<file path="src/rtl/core/tmsf_pkg.sv">
package tmsf_pkg;

   localparam int WINDOW_SIZE   = 16;
   localparam int TRIM_EACH_END = 2;

   localparam int SAMPLE_W = 12;
   localparam int TDATA_W  = ((SAMPLE_W + 7) / 8) * 8;

   // window index and rank width, and a width that can hold the window size itself
   localparam int IDX_W = $clog2(WINDOW_SIZE);
   localparam int CNT_W = IDX_W + 1;

   // ranks kept after trimming: TRIM_EACH_END <= rank < KEEP_HI
   localparam int KEEP_HI = (2 * TRIM_EACH_END < WINDOW_SIZE) ?
                            WINDOW_SIZE - TRIM_EACH_END : TRIM_EACH_END;
   localparam int KEPT    = KEEP_HI - TRIM_EACH_END;

   localparam int SUM_W   = SAMPLE_W + IDX_W;
   localparam int MAX_SUM = KEPT * ((1 << SAMPLE_W) - 1);

   // scaled reciprocal of the kept count, exact floor for every sum below 2**SUM_W
   localparam int KEPT_DIV    = (KEPT == 0) ? 1 : KEPT;
   localparam int RECIP_SHIFT = SUM_W + $clog2(KEPT_DIV);
   localparam int RECIP_MUL   = ((1 << RECIP_SHIFT) + KEPT_DIV - 1) / KEPT_DIV;
   localparam int RECIP_W     = $clog2(RECIP_MUL + 1);
   localparam int PROD_W      = SUM_W + RECIP_W;

   localparam logic [IDX_W-1:0] LAST_IDX = IDX_W'(WINDOW_SIZE - 1);

   typedef enum logic [2:0] {
      ST_FILL,
      ST_KEY,
      ST_SCAN,
      ST_ACC,
      ST_DIV,
      ST_PUT
   } fsm_type;

   typedef struct packed {
      logic clear;
      logic load_key;
      logic step;
   } rank_ctl_type;

   typedef struct packed {
      logic busy;
      logic done;
   } div_status_type;

endpackage

</file>
<file path="src/rtl/core/tmsf_ram.sv">
module tmsf_ram #(
   parameter int WIDTH = 12,
   parameter int DEPTH = 16
) (
   input  logic                     clock,
   input  logic                     wr_en,
   input  logic [$clog2(DEPTH)-1:0] wr_addr,
   input  logic [WIDTH-1:0]         wr_data,
   input  logic [$clog2(DEPTH)-1:0] rd_addr,
   output logic [WIDTH-1:0]         rd_data
);

   logic [WIDTH-1:0] mem_ff [DEPTH];
   logic [WIDTH-1:0] rd_data_ff;

   always_ff @(posedge clock) begin
      if (wr_en) begin
         mem_ff[wr_addr] <= wr_data;
      end
      rd_data_ff <= mem_ff[rd_addr];
   end

   assign rd_data = rd_data_ff;

endmodule

</file>
<file path="src/rtl/core/tmsf_rank_unit.sv">
module tmsf_rank_unit
   import tmsf_pkg::*;
(
   input  logic                clock,
   input  rank_ctl_type        ctl,
   input  logic [SAMPLE_W-1:0] data,
   input  logic [IDX_W-1:0]    data_idx,
   input  logic [IDX_W-1:0]    key_idx,
   output logic [SAMPLE_W-1:0] key,
   output logic                kept
);

   logic [SAMPLE_W-1:0] key_ff, key_in;
   logic [IDX_W-1:0]    rank_ff, rank_in;
   logic                less;

   // ties broken by position so every entry gets a distinct rank
   assign less = (data < key_ff) || ((data == key_ff) && (data_idx < key_idx));

   always_comb begin
      key_in  = key_ff;
      rank_in = rank_ff;
      if (ctl.load_key) begin
         key_in = data;
      end
      if (ctl.clear) begin
         rank_in = '0;
      end else if (ctl.step) begin
         rank_in = rank_ff + IDX_W'(less);
      end
   end

   always_ff @(posedge clock) begin
      key_ff  <= key_in;
      rank_ff <= rank_in;
   end

   assign key  = key_ff;
   assign kept = ({1'b0, rank_ff} >= CNT_W'(TRIM_EACH_END)) &&
                 ({1'b0, rank_ff} <  CNT_W'(KEEP_HI));

endmodule

</file>
<file path="src/rtl/core/tmsf_divider.sv">
module tmsf_divider
   import tmsf_pkg::*;
(
   input  logic                clock,
   input  logic                reset,
   input  logic                start,
   input  logic [SUM_W-1:0]    dividend,
   output div_status_type      status,
   output logic [SAMPLE_W-1:0] quotient
);

   logic [PROD_W-1:0] prod_ff, prod_in;
   logic              busy_ff, busy_in;
   logic              done_ff, done_in;

   // floor division by the kept count as a multiply by its scaled reciprocal
   always_comb begin
      prod_in = prod_ff;
      busy_in = start;
      done_in = busy_ff;
      if (start) begin
         prod_in = PROD_W'(dividend) * PROD_W'(RECIP_MUL);
      end
   end

   always_ff @(posedge clock) begin
      if (reset) begin
         busy_ff <= 1'b0;
         done_ff <= 1'b0;
      end else begin
         busy_ff <= busy_in;
         done_ff <= done_in;
      end
      prod_ff <= prod_in;
   end

   assign status.busy = busy_ff;
   assign status.done = done_ff;
   assign quotient    = prod_ff[RECIP_SHIFT +: SAMPLE_W];

endmodule

</file>
<file path="src/rtl/core/trimmed_mean_sample_filter_unit.sv">
// trimmed mean filter for raw 12-bit adc samples
// req channel: one sample per request in req_tdata[11:0]; samples collect in
// windows of 16 held in a small ram.  no result for the first 15 of a window.
// the 16th request starts evaluation: each stored sample is ranked against all
// others by one shared comparator (16 ram reads per sample), samples of rank
// 2..13 are summed, then a multiply by the scaled reciprocal of 12 forms the
// floor mean.  req_tready is low throughout, from the 16th request to
// rsp_tvalid, so no sample of the next window is taken while a window is
// being evaluated.
// rsp channel: the mean in rsp_tdata[11:0] sits in an output register; if the
// receiver stalls, the block takes new samples for the next window meanwhile
// and only waits at the end of that window's evaluation until the register
// is free.
// reset (synchronous, active high) empties the window and drops any pending
// result; the sample ram itself is not cleared.
module trimmed_mean_sample_filter_unit
   import tmsf_pkg::*;
(
   input  logic               clock,
   input  logic               reset,
   input  logic               req_tvalid,
   output logic               req_tready,
   input  logic [TDATA_W-1:0] req_tdata,   // [11:0] sample
   output logic               rsp_tvalid,
   input  logic               rsp_tready,
   output logic [TDATA_W-1:0] rsp_tdata    // [11:0] mean_raw
);

   fsm_type             state_ff, state_in;
   logic [IDX_W-1:0]    fill_ff, fill_in;
   logic [IDX_W-1:0]    key_idx_ff, key_idx_in;
   logic [IDX_W-1:0]    pend_ff, pend_in;
   logic [SUM_W-1:0]    sum_ff, sum_in;
   logic                rsp_valid_ff, rsp_valid_in;
   logic [SAMPLE_W-1:0] rsp_data_ff, rsp_data_in;

   logic                req_fire;
   logic                wr_en;
   logic [IDX_W-1:0]    rd_addr;
   logic [SAMPLE_W-1:0] rd_data;
   rank_ctl_type        rank_ctl;
   logic [SAMPLE_W-1:0] key;
   logic                kept;
   logic                div_start;
   div_status_type      div_status;
   logic [SAMPLE_W-1:0] quotient;
   logic [SAMPLE_W-1:0] mean;

   assign req_fire = req_tvalid && req_tready;
   assign mean     = (KEPT == 0) ? '0 : quotient;

   tmsf_ram #(
      .WIDTH (SAMPLE_W),
      .DEPTH (WINDOW_SIZE)
   ) u_window_ram (
      .clock   (clock),
      .wr_en   (wr_en),
      .wr_addr (fill_ff),
      .wr_data (req_tdata[SAMPLE_W-1:0]),
      .rd_addr (rd_addr),
      .rd_data (rd_data)
   );

   tmsf_rank_unit u_rank (
      .clock    (clock),
      .ctl      (rank_ctl),
      .data     (rd_data),
      .data_idx (pend_ff),
      .key_idx  (key_idx_ff),
      .key      (key),
      .kept     (kept)
   );

   // the last sample's contribution joins the sum in the start cycle
   tmsf_divider u_div (
      .clock    (clock),
      .reset    (reset),
      .start    (div_start),
      .dividend (sum_in),
      .status   (div_status),
      .quotient (quotient)
   );

   always_ff @(posedge clock) begin
      if (reset) begin
         state_ff     <= ST_FILL;
         fill_ff      <= '0;
         rsp_valid_ff <= 1'b0;
      end else begin
         state_ff     <= state_in;
         fill_ff      <= fill_in;
         rsp_valid_ff <= rsp_valid_in;
      end
      key_idx_ff  <= key_idx_in;
      pend_ff     <= pend_in;
      sum_ff      <= sum_in;
      rsp_data_ff <= rsp_data_in;
   end

   always_comb begin
      state_in     = state_ff;
      fill_in      = fill_ff;
      key_idx_in   = key_idx_ff;
      pend_in      = pend_ff;
      sum_in       = sum_ff;
      rsp_valid_in = rsp_valid_ff && !rsp_tready;
      rsp_data_in  = rsp_data_ff;
      req_tready   = 1'b0;
      wr_en        = 1'b0;
      rd_addr      = '0;
      rank_ctl     = '0;
      div_start    = 1'b0;

      unique case (state_ff)
         ST_FILL: begin
            req_tready = 1'b1;
            if (req_fire) begin
               wr_en = 1'b1;
               if (fill_ff == LAST_IDX) begin
                  fill_in    = '0;
                  key_idx_in = '0;
                  sum_in     = '0;
                  state_in   = ST_KEY;
               end else begin
                  fill_in = fill_ff + 1'b1;
               end
            end
         end
         ST_KEY: begin
            // sample under test arrives now, first scan read goes out
            rank_ctl.load_key = 1'b1;
            rank_ctl.clear    = 1'b1;
            pend_in           = '0;
            state_in          = ST_SCAN;
         end
         ST_SCAN: begin
            rank_ctl.step = 1'b1;
            if (pend_ff == LAST_IDX) begin
               state_in = ST_ACC;
            end else begin
               rd_addr = pend_ff + 1'b1;
               pend_in = pend_ff + 1'b1;
            end
         end
         ST_ACC: begin
            if (kept) begin
               sum_in = sum_ff + SUM_W'(key);
            end
            if (key_idx_ff == LAST_IDX) begin
               div_start = 1'b1;
               state_in  = ST_DIV;
            end else begin
               rd_addr    = key_idx_ff + 1'b1;
               key_idx_in = key_idx_ff + 1'b1;
               state_in   = ST_KEY;
            end
         end
         ST_DIV: begin
            if (div_status.done) begin
               state_in = ST_PUT;
            end
         end
         ST_PUT: begin
            if (!rsp_valid_ff || rsp_tready) begin
               rsp_valid_in = 1'b1;
               rsp_data_in  = mean;
               state_in     = ST_FILL;
            end
         end
         default: begin
            state_in = ST_FILL;
         end
      endcase
   end

   assign rsp_tvalid = rsp_valid_ff;
   assign rsp_tdata  = TDATA_W'(rsp_data_ff);

   // a write request always advances the fill position by one, wrapping at the window end
   a_fill_advance: assert property (@(posedge clock) disable iff (reset)
      req_fire |=> (fill_ff == $past(fill_ff) + 1'b1) || (fill_ff == '0 && state_ff == ST_KEY))
      else $error("fill position did not advance on a request");

   // the divider is only started when idle
   a_div_idle: assert property (@(posedge clock) disable iff (reset)
      div_start |-> !div_status.busy)
      else $error("divider restarted while busy");

   // a new result only appears after the put step
   a_rsp_source: assert property (@(posedge clock) disable iff (reset)
      $rose(rsp_tvalid) |-> $past(state_ff) == ST_PUT)
      else $error("result appeared outside the put step");

   // the trimmed sum can never exceed kept samples at full scale
   a_sum_bound: assert property (@(posedge clock) disable iff (reset)
      state_ff == ST_DIV |-> sum_ff <= SUM_W'(MAX_SUM))
      else $error("trimmed sum out of range");

endmodule

</file>
<file path="config.mk">
export PLATFORM = sky130hd
export DESIGN_NAME = trimmed_mean_sample_filter_unit
export DESIGN_NICKNAME = d
export VERILOG_FILES = /design/src/rtl/core/tmsf_pkg.sv /design/src/rtl/core/tmsf_ram.sv /design/src/rtl/core/tmsf_rank_unit.sv /design/src/rtl/core/tmsf_divider.sv /design/src/rtl/core/trimmed_mean_sample_filter_unit.sv
export SDC_FILE = /design/constraint.sdc
export NUM_CORES = 1
export LEC_CHECK = 0
export BUFFER_PORTS_ARGS = -buffer_cell sky130_fd_sc_hd__clkbuf_2
export CORE_MARGIN = 2
export CORE_UTILIZATION = 64
export DETAILED_ROUTE_END_ITERATION = 7
export PLACE_DENSITY = 0.81
export SETUP_SLACK_MARGIN = 0.5
export SKIP_CTS_REPAIR_TIMING = 1
export SYNTH_ARGS = -nofsm -noshare
export SYNTH_HDL_FRONTEND = slang
export SYNTH_SLANG_ARGS = --single-unit
</file>
<file path="constraint.sdc">
create_clock -name clock -period 8.65 [get_ports clock]
set_input_delay 1.73 -clock clock [delete_from_list [all_inputs] [get_ports clock]]
set_output_delay 1.73 -clock clock [all_outputs]
set_load 0.1 [all_outputs]
</file>
* After elaboration in Yosys (flattened, before gate mapping)
Memories as Yosys holds them, arrays and structs flattened. A register that Yosys moved wholly into a read port is not among the register bits. Index checks and enable logic that the tools add are counted.
Operators by class: mux-type cells 32, reductions and logical operators 16, order comparisons 4, $mul 1, eq/ne operators 16, $add $sub $neg 5
Operators with widths (count):
- $mux 16 | 3
- $pmux 16 s2 | 1
- $mul 16x16->31 const B | 1
- $mux 4 | 7
- $pmux 4 s2 | 3
- $mux 3 | 6
- $pmux 3 s6 | 1
- $add 16x12->16 | 1
- $add 4x1->4 const B | 3
- $eq 12x12->1 | 1
- $eq 4x4->1 const B | 3
- $lt 12x12->1 | 1
- $ne 2x2->1 const B | 6
- $mux 1 | 10
- $eq 3x2->1 const B | 2
- $eq 3x3->1 const B | 2
- $reduce_and 2->1 | 3
- $reduce_and 5->1 | 1
- $add 4x1->4 | 1
- $ge 4x2->1 const B | 1
- $logic_and 1x1->1 | 4
- $lt 4x4->1 | 1
- $lt 4x4->1 const B | 1
- $reduce_and 4->1 | 1
- 7 further kinds | 10
Word-level totals: logic and storage cells 87, bits of input ports 20, memories kept 1, register bits 93, memory bits (writable) 192
Memories:
- u_window_ram.mem_ff | words 16, width 12, rd ports 1, clocked after Yosys merged registers in 1, wr ports 1, RTL line tmsf_ram.sv:13 | logic [WIDTH-1:0] mem_ff [DEPTH];

* Depth between registers and ports, before layout
Gate-level depths: netlist (run 1).
word-level depth 7, mapped depth 29, gate-level depth less buffers 29

* Modules after synthesis
From an unflattened synthesis (run 1), not the netlist that was laid out.
Second synthesis, totals: cells, all modules 1162, area, all modules 15929.0 um^2
Modules (own cells, without submodules):
- tmsf_ram | cells each 329, times used 1, area each 7599.8 um^2
- tmsf_divider | cells each 514, times used 1, area each 4976.0 um^2
- trimmed_mean_sample_filter_unit | cells each 236, times used 1, area each 2418.6 um^2
- tmsf_rank_unit | cells each 83, times used 1, area each 934.6 um^2

* Worst setup path after synthesis (run 1)
Ideal clock, no wire load.
kind input to register, start point input req_tvalid, end point register u_div.prod_ff[28], data pin, path buffers 1, stages 23, arrival 7.510 ns, required time 8.377 ns, library setup time 0.273 ns, setup slack 0.868 ns, path through nand4_1 > or2_1 > clkbuf_1 > nand3_1 > o21ai_0 > ha_1 > fa_1 > inv_1 > fa_1 > inv_1 > fa_1 > fa_1 > inv_1 > fa_1 > inv_1 > ha_1 > and3_1 > a21boi_0 > o31a_1 > o41ai_1 > o31ai_1 > a211oi_1 > nor3_1
On the way: longest elaborated chain between the ends 4
Ends and longest elaborated chain:
- start, declared | RTL line trimmed_mean_sample_filter_unit.sv:21 | input logic req_tvalid,
- $logic_and 1x1->1 | RTL line trimmed_mean_sample_filter_unit.sv:49 | assign req_fire = req_tvalid && req_tready;
- $mux 16 | RTL line trimmed_mean_sample_filter_unit.sv:117 | if (req_fire) begin
- $pmux 16 s2 | RTL line trimmed_mean_sample_filter_unit.sv:114 | unique case (state_ff)
- via sum_in[2] | RTL line trimmed_mean_sample_filter_unit.sv:33 | logic [SUM_W-1:0] sum_ff, sum_in;
- $mul 16x16->31 | RTL line tmsf_divider.sv:22 | prod_in = PROD_W'(dividend) * PROD_W'(RECIP_MUL);
- end signal, assigned | RTL line tmsf_divider.sv:34 | prod_ff <= prod_in;
- end, declared | RTL line tmsf_divider.sv:12 | logic [PROD_W-1:0] prod_ff, prod_in;
The timed path passes the listed nets, and every way through them passes these cells. A chain may end at the register's enable or synchronous reset.

* Final worst setup path (run 1)
Ends and elaborated chain as after synthesis.

==> run summary, run 1 <==
### Global routing
- final global-route overflow total: 0
- overall routing resource usage: 0.268
- number of global-route vias before repair: 10500
- largest net degree at the start of global routing: 73
- wire length of the first global-routing pass: 54500 um
- initial antenna violation count: 2

### Route
- via count: 10800
- remaining antenna violation count after routing: 0
- first drt pass iteration count: 6
- initial DRC count: 1098
- vias per cell: 5.88
- wire per inst: 18.8 um
- DRC Markers: 0
- total wire length after detailed routing: 34600 um

### Floorplanning
- number of placement rows: 58
- area of the core: 0.0250 mm^2
- DIE AREA: 0.0265 mm^2
- y dimension of the die: 163 um
- die width: 163 um
- initial standard-cell utilization of the core: 0.648
- I/O pin count: 38

### Clocking
- CTS Root Cell: clkbuf_16
- CTS tree: done
- maximum buffer depth of the clock tree: 3
- deepest level of the CTS H-tree: 1
- clock net sink count: 278
- clock network latency to the later pin of the worst-skew pair: 0.56 ns
- total CTS buffers: 29
- register clock-pin slew on the reported worst setup and hold paths: 0.06 ns

### Placement
- final weighted congestion in routability-driven placement: 0.903
- placed cell count: 1783
- Post-Place Worst Slack: 0.157 ns
- number of port buffers: 29
- post-detailed-placement half-perimeter wirelength: 23500 um

### STA
- time the worst path needs with I/O delays and setup: 7.88 ns
- Fmax: 127 MHz
- Worst Max-Slew Pin Slew: 0.838 ns
- setup repair after global routing missed its margin: true
- final critical-path share of the clock period: 0.911
- final hold violation count: 0
- total of endpoints with negative setup slack in the final report: 0
- total negative slack for setup checks: 0 ns
- Setup WS post-layout: 0.768 ns
- final setup skew: 0.0164 ns
- number of pins with negative max-slew slack in the final report: 0
- remaining max-slew budget at the tightest pin: 0.435

### Synthesis
- share of flip-flops with an asynchronous set or reset after synthesis: 0
- number of synthesized register bits: 278
- most used standard cell by instance count after synthesis: edfxtp_1
- Post-Synthesis Cells: 1447
- number of library cell types mapped by synthesis: 71
- top cells by area, synth: edfxtp_1 (44%), ha_1 (12%), fa_1 (9.8%)
- combined area of all synthesized cells: 0.0162 mm^2
- most used flip-flop cell after synthesis: edfxtp_1
- count of warnings emitted by yosys: 0
- Post-synth top cells: edfxtp_1 (236), nand2_1 (223), inv_1 (201)
- number of synthesized flops with an enable pin: 236
- top-area cell type share of the netlist area: 0.438
- Post-Syn Area per Cell: 11.2 um^2
- leading area contributor after synthesis: edfxtp_1
- sequential fraction of the synthesis area: 0.490

### Critical path
- crit-path max cell delay: 0.55 ns
- highest fanout seen on the critical path: 12
- gate family responsible for the most delay along the worst path: adder cells
- critical path startpoint: req_tvalid
- Setup crit start kind: input port
- Worst Setup Path Type: in2reg
- buffer and inverter count on the worst path: 6
- most used cell along the critical path: inv_1
- Critical-path top delay cell: fa_1
- critical path arrival: 8.17 ns
- worst reg2reg path startpoint: u_rank.key[0]$_DFFE_PP_
- nature of the critical path endpoint: register
- data required time of the critical path: 8.94 ns

### Power and ir drop
- Lkg Pwr: 7.62 nW
- peak supply drop: 0.201 mV
- Power Dens Cells: 181 mW/mm^2

### Layout
- fin cells: 1838
- filler cell count: 1686
- growth of design area from synthesis to finish: 9.76%
- core utilization of the finished layout: 0.711
- layout net count: 1742
- fraction of final layout cells with drive strength greater than 1: 0.0863

### Run
- max-cap violations: 0

### Hold path
- HP Start: u_div.prod_ff[29]$_DFFE_PP_
- classification of the worst-slack hold path: reg2reg

### Status
- outcome: finished clean

-- worst paths after layout --
kind                                       to  slack (ns)  cells after the start
hold / removal       rsp_data_ff[9]$_DFFE_PP_        0.42                      0
setup reg to reg  u_div.prod_ff[30]$_DFFE_PP_        0.80                     29
hold reg to reg      rsp_data_ff[9]$_DFFE_PP_        0.42                      0
setup / recovery  u_div.prod_ff[28]$_DFFE_PP_        0.77                     25
-- stage by stage --
step | hold slack (ns) | instance area, um^2 | total power [mW]
floorplan | 0.400 | 16200 | 1.89
global placement | 0.403 | 16700 | 2.00
detailed placement | 0.405 | 16700 | 2.01
CTS | 0.419 | 17700 | 3.21
global route | 0.427 | 17700 | 3.34
finish | 0.418 | 17700 | 3.22
-- kinds of logic after synthesis --
kind of cell	Yosys count	synth area share
AOI/OAI and AO/OA	165	0.0704
xor gates and xnor gates	35	0.0198
adders and majority gates	238	0.221
buffers and inverters	252	0.0601
DFF	278	0.490
muxes	3	0.00201
other	1	0.000232
and+or+nand+nor	475	0.136
-- flip-flops by register name, indices dropped and copies added, names as in the netlist --
signal / count
u_div.busy_ff: 1
u_window_ram.rd_data: 12
u_rank.key: 12
u_rank.rank_ff: 4
u_window_ram.mem_ff: 192
rsp_tvalid: 1
state_ff: 3
u_div.done_ff: 1
pend_ff: 4
sum_ff: 16
key_idx_ff: 4
u_div.prod_ff: 12
fill_ff: 4
rsp_data_ff: 12
-- cell usage in the layout, fill, tap and decap left out, types with 16 or more instances in the layout --
cell,instances
a31oi_1,16
and3_1,22
nand2_1,223
edfxtp_1,236
o21ai_0,21
inv_1,201
ha_1,159
and2_1,18
fa_1,79
buf_4,25
nor2_1,32
nand3_1,121
dfxtp_1,42
xnor2_1,22
a21oi_1,31
clkbuf_16,29
clkbuf_2,29
a311oi_1,24
-- per-layer routing --
metal  vias up  share of wire  track usage
met1      5216           0.41        0.382
met2       450           0.47        0.417
met5         -        0.00040            0
met3        60          0.096       0.0578
met4         2          0.022       0.0805
li1       5085              -            -
-- where the power goes --
part | total [mW] | internal (mW) | switching, mW | leakage, nW
Clock | 1.21 | 0.687 | 0.523 | 0.454
Combinational | 0.504 | 0.213 | 0.291 | 4.70
Sequential | 1.50 | 1.49 | 0.0121 | 2.47
-- worst register-to-register path, delay by kind of cell (launching register included) --
family          cells  cell delay [ns]
fa+ha+maj           9             3.69
simple gates        6             1.12
compound gates     10             2.15
buf+inv             4             0.21
flops               1             0.41
-- final cells by class --
| class | count | area [um^2] | share of cell area |
|---|---|---|---|
| Sequential cell | 278 | 7930 | 0.447 |
| Multi-Input combinational cell | 920 | 7370 | 0.416 |
| Clock buffer | 38 | 800 | 0.0451 |
| Inverter | 201 | 754 | 0.0425 |
| Tap cell | 330 | 413 | 0.0233 |
| Timing Repair Buffer | 54 | 333 | 0.0188 |
| Clock inverter | 16 | 139 | 0.00783 |
| Antenna cell | 1 | 2.50 | 0.000141 |
No activity file was read; power rests on OpenSTA's default activity.
==> run 2, diff against run 1 <==
--- a/config.mk
+++ b/config.mk
@@ -7,9 +7,9 @@
 export LEC_CHECK = 0
 export BUFFER_PORTS_ARGS = -buffer_cell sky130_fd_sc_hd__clkbuf_2
 export CORE_MARGIN = 2
-export CORE_UTILIZATION = 64
+export CORE_UTILIZATION = 65
 export DETAILED_ROUTE_END_ITERATION = 7
-export PLACE_DENSITY = 0.81
+export PLACE_DENSITY = 0.82
 export SETUP_SLACK_MARGIN = 0.5
 export SKIP_CTS_REPAIR_TIMING = 1
 export SYNTH_ARGS = -nofsm -noshare
==> constraint.sdc (replaced) <==
create_clock -name clock -period 9.2 [get_ports clock]
set_input_delay 1.84 -clock clock [delete_from_list [all_inputs] [get_ports clock]]
set_output_delay 1.84 -clock clock [all_outputs]
set_load 0.1 [all_outputs]
==> run 2 against run 1 <==
Register-to-register slack improved by 0.05 ns. Sequential share of layout area grew 0.21 points. Non-clock buffer count down 6. Die area decreased by 1.5%. Wire length is 3.4% higher. Final area down 0.47%. Combinational power shrank 5.6%. First-iteration DRC count increased by 2.9%. Critical path type is now reg2reg. Largest cell class unchanged. Highest routed layer unchanged.
==> run summary, run 2 (synthesis results as in run 1) <==
### STA
- Worst Max-Slew Pin Slew: 1.03 ns, +0.195 ns
- remaining max-slew budget at the tightest pin: 0.304, -0.132
- total negative slack for setup checks: 0 ns, unchanged
- setup repair after global routing missed its margin: false
- Setup WS post-layout: 0.851 ns, +0.0827 ns
- total of endpoints with negative setup slack in the final report: 0, unchanged
- final hold violation count: 0, unchanged
- time the worst path needs with I/O delays and setup: 8.35 ns
- final critical-path share of the clock period: 0.908
- number of pins with negative max-slew slack in the final report: 0, unchanged
- final setup skew: 0.0156 ns, -0.000826 ns
- Fmax: 120 MHz

### Layout
- core utilization of the finished layout: 0.724, +0.0133
- leading cell type in the layout, fill and taps excluded: edfxtp_1
- fraction of final layout cells with drive strength greater than 1: 0.0707, -0.0156
- diode count: 0, -1
- fin cells: 1823, -0.82%
- largest register by flop count: u_window_ram.mem_ff
- layout net count: 1736, -0.34%
- Regs by FF count: u_window_ram.mem_ff: 192 flops, sum_ff: 16 flops
- flip-flop count of the largest register after layout: 192, unchanged
- final design instance area without fill: 0.0177 mm^2, -0.47%
- highest-count cells in the layout ignoring fill and taps: edfxtp_1 (236), nand2_1 (223), inv_1 (201)
- growth of design area from synthesis to finish: 9.24%

### Clocking
- maximum buffer depth of the clock tree: 3, unchanged
- deepest level of the CTS H-tree: 1, unchanged
- clock net sink count: 278, unchanged
- register clock-pin slew on the reported worst setup and hold paths: 0.06 ns, about the same
- CTS tree: done
- total CTS buffers: 29, unchanged
- clock network latency to the later pin of the worst-skew pair: 0.56 ns, about the same
- CTS Root Cell: clkbuf_16

### Route
- first drt pass iteration count: 7, +1
- wire per inst: 19.6 um, +4.3%
- total wire length after detailed routing: 35800 um, +3.4%
- vias per cell: 6.02, +2.3%
- remaining antenna violation count after routing: 0, unchanged
- via count: 11000, +1.5%
- DRC Markers: 0, unchanged
- initial DRC count: 1130, +2.9%

### Placement
- number of port buffers: 29, unchanged
- Post-Place Worst Slack: 0.510 ns, +0.353 ns
- final weighted congestion in routability-driven placement: 0.937, +3.8%
- placed cell count: 1771, -0.67%
- placed instance area: 0.0167 mm^2, -0.31%
- post-detailed-placement half-perimeter wirelength: 24500 um, +4.4%

### Critical path
- most used cell along the critical path: fa_1
- crit-path max cell delay: 0.55 ns, about the same
- Critical-path top delay cell: fa_1
- data required time of the critical path: 9.49 ns, +0.55 ns
- gate family responsible for the most delay along the worst path: adder cells
- Worst Setup Path Type: reg2reg
- Setup crit start kind: register
- nature of the critical path endpoint: register
- highest fanout seen on the critical path: 4, -8
- critical path arrival: 8.64 ns, +0.47 ns
- buffer and inverter count on the worst path: 4, -2

### Floorplanning
- initial standard-cell utilization of the core: 0.663, +0.0152
- number of placement rows: 57, -1.7%
- DIE AREA: 0.0261 mm^2, -1.5%
- die width: 162 um, -0.75%
- y dimension of the die: 162 um, -0.75%
- area of the core: 0.0244 mm^2, -2.3%
- I/O pin count: 38, unchanged

### Global routing
- overall routing resource usage: 0.283, +0.0154
- largest net degree at the start of global routing: 73, unchanged
- wire length of the first global-routing pass: 57600 um, +5.6%
- final global-route overflow total: 0, unchanged
- initial antenna violation count: 1, -1
- number of global-route vias before repair: 11000, +5.2%

### Hold path
- classification of the worst-slack hold path: reg2reg

### Power and ir drop
- Lkg Pwr: 7.58 nW, -0.60%
- Power Dens Cells: 173 mW/mm^2, -4.5%
- peak supply drop: 0.188 mV, -6.4%

### Status
- outcome: finished clean

### Run
- max-cap violations: 0, unchanged

-- run 2: changes by cell type in the layout (fill, tap and decap cells not counted), moves of 3 or more --
| cell | delta |
|---|---|
| buf_4 | -6 |
| clkinv_1 | +6 |
| a21oi_2 | -3 |
| clkinv_2 | -6 |
| a21oi_1 | +3 |
| clkbuf_8 | -4 |
| bufinv_16 | +3 |
-- run 2: metrics by stage --
step	hold WS (ns)	power [mW]
detailed placement	0.405	1.90
finish	0.411	3.06
global placement	0.401	1.88
CTS	0.411	3.06
floorplan	0.400	1.78
global route	0.421	3.17
-- run 2: path summary, 6_finish.rpt --
| kind | slack [ns] | cells after the start | from | endpoint |
|---|---|---|---|---|
| max | 0.85 | 29 | u_rank.key[0]$_DFFE_PP_ | u_div.prod_ff[27]$_DFFE_PP_ |
| min | 0.41 | 0 | u_div.prod_ff[22]$_DFFE_PP_ | rsp_data_ff[2]$_DFFE_PP_ |
| max reg2reg | 0.85 | 29 | u_rank.key[0]$_DFFE_PP_ | u_div.prod_ff[27]$_DFFE_PP_ |
| min reg2reg | 0.41 | 0 | u_div.prod_ff[22]$_DFFE_PP_ | rsp_data_ff[2]$_DFFE_PP_ |
-- run 2: routing by layer --
| layer | wire (um) | vias up | part of all wire | GRT usage |
|---|---|---|---|---|
| met5 | 12 | - | 0.00034 | 0 |
| met4 | 1110 | 2 | 0.031 | 0.0965 |
| met3 | 3640 | 84 | 0.10 | 0.0577 |
| met2 | 16500 | 527 | 0.46 | 0.439 |
| met1 | 14500 | 5283 | 0.40 | 0.405 |
| li1 | - | 5077 | - | - |
-- run 2: layout make-up --
| cell class | count | area [um^2] |
|---|---|---|
| Inverter | 201 | 754 |
| Timing Repair Buffer | 48 | 288 |
| Clock buffer | 35 | 748 |
| Multi-Input combinational cell | 920 | 7330 |
| Sequential cell | 278 | 7930 |
| Tap cell | 324 | 405 |
| Fill cell | 1647 | 6730 |
| Clock inverter | 17 | 203 |
-- run 2: report_power, final --
group          internal [mW]  switching (mW)  leakage, nW
Clock                  0.691           0.478        0.449
Combinational          0.195           0.281         4.66
Sequential              1.40          0.0106         2.47
Total                   2.29           0.770         7.58
